File: src/hdl/lph_pkg.sv
`default_nettype none
package lph_pkg;

    localparam int TABLE_DEPTH = 1024;
    localparam int VALUE_BITS  = 16;
    localparam int IDX_BITS    = $clog2(TABLE_DEPTH);

    localparam int KEY_BITS       = 64;
    localparam int HALF_BITS      = KEY_BITS / 2;
    localparam int FIELD_VAL_BITS = 16;
    localparam int INDEX_OUT_BITS = 10;
    localparam int COUNT_BITS     = 11;

    localparam logic [KEY_BITS-1:0] MIX_MUL_A = 64'hbf58476d1ce4e5b9;
    localparam logic [KEY_BITS-1:0] MIX_MUL_B = 64'h94d049bb133111eb;
    localparam int SHIFT_FIRST  = 30;
    localparam int SHIFT_MID    = 27;
    localparam int SHIFT_LAST   = 31;

    localparam int DIGIT_BITS   = 4;
    localparam int DIV_STEPS    = KEY_BITS / DIGIT_BITS;
    localparam int DIV_CNT_BITS = $clog2(DIV_STEPS);

    typedef logic [KEY_BITS-1:0]       key_t;
    typedef logic [VALUE_BITS-1:0]     payload_t;
    typedef logic [IDX_BITS-1:0]       idx_t;
    typedef logic [COUNT_BITS-1:0]     count_t;
    typedef logic [FIELD_VAL_BITS-1:0] value_t;
    typedef logic [INDEX_OUT_BITS-1:0] index_out_t;
    typedef logic [DIV_CNT_BITS-1:0]   div_cnt_t;

    localparam count_t BUCKET_COUNT_RESET = 11'd1024;

    localparam logic OP_INSERT = 1'b0;
    localparam logic OP_LOOKUP = 1'b1;

    typedef enum logic [1:0] {
        ST_INSERTED  = 2'd0,
        ST_FOUND     = 2'd1,
        ST_NOT_FOUND = 2'd2,
        ST_FULL      = 2'd3
    } status_t;

    typedef enum logic [3:0] {
        DP_IDLE,
        DP_CLEAR,
        DP_LOAD,
        DP_MUL_LL,
        DP_MUL_LH,
        DP_MUL_HL,
        DP_MUL_END,
        DP_XOR_MID,
        DP_XOR_END,
        DP_DIV_STEP,
        DP_PROBE_START,
        DP_READ,
        DP_CHECK
    } dp_op_t;

    typedef struct packed {
        dp_op_t op;
        logic   const_b;
    } dp_cmd_t;

    typedef struct packed {
        logic clear_last;
        logic out_busy;
        logic check_done;
    } dp_stat_t;

    typedef struct packed {
        logic     valid;
        key_t     key;
        payload_t payload;
    } entry_t;

endpackage
`default_nettype wire

File: src/hdl/lph_controller.sv
`default_nettype none
module lph_controller (
    input  wire                 clk,
    input  wire                 rst_n,
    input  wire                 in_valid,
    output logic                in_ready,
    output lph_pkg::dp_cmd_t    cmd,
    input  lph_pkg::dp_stat_t   stat
);

    typedef enum logic [3:0] {
        S_CLEAR,
        S_IDLE,
        S_MUL_LL,
        S_MUL_LH,
        S_MUL_HL,
        S_MUL_END,
        S_XOR_MID,
        S_XOR_END,
        S_DIV,
        S_PROBE,
        S_READ,
        S_CHECK
    } state_t;

    state_t              state_reg, state_next;
    logic                pass_b_reg, pass_b_next;
    lph_pkg::div_cnt_t   div_cnt_reg, div_cnt_next;

    always_comb
    begin
        state_next   = state_reg;
        pass_b_next  = pass_b_reg;
        div_cnt_next = div_cnt_reg;
        cmd.op       = lph_pkg::DP_IDLE;
        cmd.const_b  = pass_b_reg;
        in_ready     = 1'b0;
        case (state_reg)
            S_CLEAR:
            begin
                cmd.op = lph_pkg::DP_CLEAR;
                if (stat.clear_last)
                    state_next = S_IDLE;
            end
            S_IDLE:
            begin
                in_ready = 1'b1;
                if (in_valid)
                begin
                    cmd.op      = lph_pkg::DP_LOAD;
                    pass_b_next = 1'b0;
                    state_next  = S_MUL_LL;
                end
            end
            S_MUL_LL:
            begin
                cmd.op     = lph_pkg::DP_MUL_LL;
                state_next = S_MUL_LH;
            end
            S_MUL_LH:
            begin
                cmd.op     = lph_pkg::DP_MUL_LH;
                state_next = S_MUL_HL;
            end
            S_MUL_HL:
            begin
                cmd.op     = lph_pkg::DP_MUL_HL;
                state_next = S_MUL_END;
            end
            S_MUL_END:
            begin
                cmd.op     = lph_pkg::DP_MUL_END;
                state_next = pass_b_reg ? S_XOR_END : S_XOR_MID;
            end
            S_XOR_MID:
            begin
                cmd.op      = lph_pkg::DP_XOR_MID;
                pass_b_next = 1'b1;
                state_next  = S_MUL_LL;
            end
            S_XOR_END:
            begin
                cmd.op       = lph_pkg::DP_XOR_END;
                div_cnt_next = '0;
                state_next   = S_DIV;
            end
            S_DIV:
            begin
                cmd.op       = lph_pkg::DP_DIV_STEP;
                div_cnt_next = div_cnt_reg + lph_pkg::div_cnt_t'(1);
                if (div_cnt_reg == lph_pkg::div_cnt_t'(lph_pkg::DIV_STEPS - 1))
                    state_next = S_PROBE;
            end
            S_PROBE:
            begin
                cmd.op     = lph_pkg::DP_PROBE_START;
                state_next = S_READ;
            end
            S_READ:
            begin
                cmd.op     = lph_pkg::DP_READ;
                state_next = S_CHECK;
            end
            S_CHECK:
            begin
                if (!stat.out_busy)
                begin
                    cmd.op     = lph_pkg::DP_CHECK;
                    state_next = stat.check_done ? S_IDLE : S_READ;
                end
            end
            default:
            begin
                state_next = S_IDLE;
            end
        endcase
    end

    always_ff @(posedge clk or negedge rst_n)
    begin
        if (!rst_n)
        begin
            state_reg   <= S_CLEAR;
            pass_b_reg  <= 1'b0;
            div_cnt_reg <= '0;
        end
        else
        begin
            state_reg   <= state_next;
            pass_b_reg  <= pass_b_next;
            div_cnt_reg <= div_cnt_next;
        end
    end

endmodule
`default_nettype wire

File: config.mk
export PLATFORM = sky130hd
export DESIGN_NAME = lph_controller
export DESIGN_NICKNAME = d
export VERILOG_FILES = /design/src/hdl/lph_pkg.sv /design/src/hdl/lph_controller.sv
export SDC_FILE = /design/constraint.sdc
export NUM_CORES = 1
export LEC_CHECK = 0
export ABC_AREA = 1
export BUFFER_PORTS_ARGS = -buffer_cell sky130_fd_sc_hd__buf_2
export CORE_AREA = 2 2 39 41
export CTS_BUF_LIST = sky130_fd_sc_hd__clkbuf_16
export DETAILED_ROUTE_END_ITERATION = 6
export DIE_AREA = 0 0 41 43
export GPL_ROUTABILITY_DRIVEN = 0
export HOLD_SLACK_MARGIN = 0.06
export PLACE_DENSITY_LB_ADDON = 0.12
export REMOVE_ABC_BUFFERS = 1
export SYNTH_ARGS = -nofsm -noshare
export SYNTH_HDL_FRONTEND = slang
export SYNTH_SLANG_ARGS = --single-unit
File: constraint.sdc
create_clock -name clk -period 1.7 [get_ports clk]
set_clock_uncertainty 0.15 [all_clocks]
set_input_delay 0.085 -clock clk [delete_from_list [all_inputs] [get_ports clk]]
set_output_delay 0.085 -clock clk [all_outputs]
set_load 0.01 [all_outputs]
==> metrics.txt <==
# TYPE chip_impl_metric gauge
chip_impl_info{name="result_of_the_run",value="finished, final reports clean"} 1
chip_impl_metric{name="final_layout_size_suffix_gt1_share",unit="%"} 29.8
chip_impl_metric{name="htreeDepth",unit=""} 1
chip_impl_metric{name="io_pins",unit=""} 12
chip_impl_info{name="clock_tree.root_cell",value="clkbuf_16"} 1
chip_impl_metric{name="vias_per_cell",unit=""} 4.89
chip_impl_metric{name="netlist-cell-type-count",unit=""} 17
chip_impl_info{name="yosys.area.top_type",value="dfrtp_1"} 1
chip_impl_metric{name="maxCapViolations",unit=""} 0
chip_impl_metric{name="io_buffer_count",unit=""} 11
chip_impl_metric{name="floorplan.rows",unit=""} 14
chip_impl_metric{name="overall_routing_resource_usage",unit="%"} 19.9
chip_impl_metric{name="global_route_wire_length_before_repair",unit="mm"} 2.26
chip_impl_metric{name="yosysWarnings",unit=""} 0
chip_impl_metric{name="reg2reg_depth",unit=""} 9
chip_impl_metric{name="worstPathArrival",unit="ps"} 1330
chip_impl_metric{name="detail_route.wl_per_cell",unit="um"} 11.2
chip_impl_info{name="grt_setup_unrepaired",value="no"} 1
chip_impl_metric{name="die_height",unit="um"} 43
chip_impl_metric{name="finalCritPeriodShare",unit="%"} 91.8
chip_impl_metric{name="dp_hpwl",unit="mm"} 1.10
chip_impl_metric{name="path_clk_slew",unit="ps"} 40
chip_impl_metric{name="critical_path_fanouts_max",unit=""} 7
chip_impl_metric{name="syn_area",unit="sq um"} 629
chip_impl_metric{name="cts_made_buffers",unit=""} 3
chip_impl_metric{name="area_growth",unit="%"} 29.4
chip_impl_info{name="critPathCaptureType",value="output port"} 1
chip_impl_metric{name="synthesis.instances",unit=""} 97
chip_impl_metric{name="worst_skew_pair.late_latency",unit="ps"} 230
chip_impl_metric{name="synth.avg_cell_area",unit="sq um"} 6.49
chip_impl_info{name="critical_path.startpoint_type",value="flip-flop"} 1
chip_impl_metric{name="report.final.setup_viol",unit=""} 0
chip_impl_metric{name="powerDensity",unit="mW/mm^2"} 1800
chip_impl_metric{name="cts_sinks",unit=""} 9
chip_impl_metric{name="fin_setup_tns",unit="ps"} 0
chip_impl_metric{name="grt_max_degree",unit=""} 10
chip_impl_info{name="worst_hold_path_type",value="input pin to asynchronous set/reset pin"} 1
chip_impl_info{name="timing.setup.critical_path_class",value="flip-flop to output port"} 1
chip_impl_metric{name="drtPass1Iterations",unit=""} 4
chip_impl_metric{name="first_global_vias",unit=""} 562
chip_impl_metric{name="post-route-min-period",unit="ps"} 1560
chip_impl_metric{name="slew_headroom",unit="%"} 82.9
chip_impl_info{name="synthTopCellsByArea",value="dfrtp_1 (36%), nand2_1 (16%), nor2_1 (8.9%)"} 1
chip_impl_metric{name="reg2reg_slack",unit="ps"} 300
chip_impl_metric{name="global_route.overflow_total",unit=""} 0
chip_impl_metric{name="cts-root-to-sink-buffers",unit=""} 2
chip_impl_metric{name="final-hold-violation-count",unit=""} 0
chip_impl_metric{name="power_leakage",unit="uW"} 0.000467
chip_impl_metric{name="core_area",unit="sq mm"} 0.00138
chip_impl_metric{name="fp.dieW",unit="um"} 41
chip_impl_info{name="commonest_cells_after_routing_fill_and_taps_aside",value="nand2_1 (27), nor2_1 (13), inv_1 (11), buf_2 (11), nand2_2 (8)"} 1
chip_impl_metric{name="power.ir.vdd_worst",unit="mV"} 1.21
chip_impl_info{name="tritoncts",value="built"} 1
chip_impl_metric{name="antenna_found_initial",unit=""} 0
chip_impl_metric{name="final_antenna_net_count",unit=""} 0
chip_impl_metric{name="final-max-slew-violation-count",unit=""} 0
chip_impl_info{name="regToRegEndpoint",value="state_reg[3]"} 1
chip_impl_metric{name="remaining_drc_errors",unit=""} 0
chip_impl_metric{name="initial_utilization",unit="%"} 45.5
chip_impl_metric{name="fmaxAchievable",unit="MHz"} 641
chip_impl_metric{name="nNetsFinal",unit=""} 122
chip_impl_metric{name="power",unit="uW"} 1460
chip_impl_metric{name="drt_wirelength",unit="mm"} 1.45
chip_impl_metric{name="synth.yosys.seq_area_share",unit="%"} 35.8
chip_impl_metric{name="tightestPinTransition",unit="ps"} 256
chip_impl_metric{name="fp.dieArea",unit="sq mm"} 0.00176
chip_impl_info{name="r2r-start",value="state_reg[2]"} 1
chip_impl_metric{name="vias",unit=""} 636
chip_impl_metric{name="synth.ff_latch_count",unit=""} 9
chip_impl_metric{name="antenna_cells",unit=""} 0
chip_impl_metric{name="drt_iter0_drc",unit=""} 18
chip_impl_metric{name="critical_path_required",unit="ps"} 1460
chip_impl_metric{name="post-synth-top-area-fraction",unit="%"} 35.8
chip_impl_info{name="layout.cells.most_common",value="nand2_1"} 1
metal layers:
metal / up-vias / share of wire, % / GRT usage (%)
li1: 333 / - / -
met1: 286 / 46 / 23.2
met2: 17 / 48 / 30.9
met3: 0 / 6.3 / 7.85
met4: 0 / 0 / 8.00
met5: - / 0 / 0
worst max-delay path, cell delays in order (launching register included):
cell,delay (ps)
dfrtp_2,440
inv_2,80
nor2_2,130
nor2_1,80
a311oi_1,190
buf_2,170
what timing repair did:
item                                    4_1_cts  5_1_grt
resized for setup                             0        4
hold buffers                                  3        0
endpoints found under the setup margin        0        1
endpoints found under the hold margin        11        0
buffers inserted                              0        0
cell families (layout without fill, tap and decap cells):
family,Yosys count,in the layout,synth area share [%]
AOI/OAI and AO/OA,10,10,9.15
xor gates and xnor gates,1,1,1.39
adders and majority gates,1,1,1.99
buffers and inverters,16,33,10.1
DFF,9,9,35.8
and+or+nand+nor,60,60,41.6
cell usage after synthesis (all sizes together):
master / number
a21oi: 2
nand2: 35
a311oi: 1
buf: 1
nor2: 18
ha: 1
inv: 15
o21ai: 5
o22ai: 1
o31ai: 1
nand3: 7
xor2: 1
dfrtp: 9
cell type report:
| type | instances | area (sq um) |
|---|---|---|
| fill | 130 | 569 |
| multi-input combinational | 72 | 345 |
| inverter | 15 | 56.3 |
| clock inverter | 1 | 5.00 |
| sequential | 9 | 228 |
| clock buffer | 3 | 75.1 |
| timing repair buffer | 14 | 85.1 |
| tap | 16 | 20.0 |
power breakdown:
part           switching (uW)  internal (uW)
Clock                     103            310
Sequential                109            301
Combinational             402            237
how the worst max path moves through the flow:
stage | slack (ps) | endpoint | cells after the start | from
after CTS | 40 | cmd[2] | 5 | state_reg[0]
after detailed placement | 290 | state_reg[0] | 7 | state_reg[0]
after global placement | 300 | cmd[2] | 5 | state_reg[0]
after global routing | 30 | cmd[2] | 5 | state_reg[0]
after floorplan | 430 | state_reg[3] | 9 | div_cnt_reg[0]
final | 140 | cmd[2] | 5 | state_reg[0]
per-stage QoR:
| step | std cells | hold WS (ps) | instance area (sq um) | setup WS, ps | utilization [%] |
|---|---|---|---|---|---|
| after global placement | 123 | -200 | 697 | 297 | 50.4 |
| after floorplan | 96 | -361 | 622 | 426 | - |
| after global routing | 130 | 125 | 815 | 27.9 | 58.9 |
| after detailed placement | 123 | -198 | 697 | 287 | 50.4 |
| after CTS | 130 | 91.6 | 807 | 38.5 | 58.3 |
| final | 130 | 83.4 | 815 | 139 | 58.9 |
Note: power is estimated with default switching activity, not from simulation.
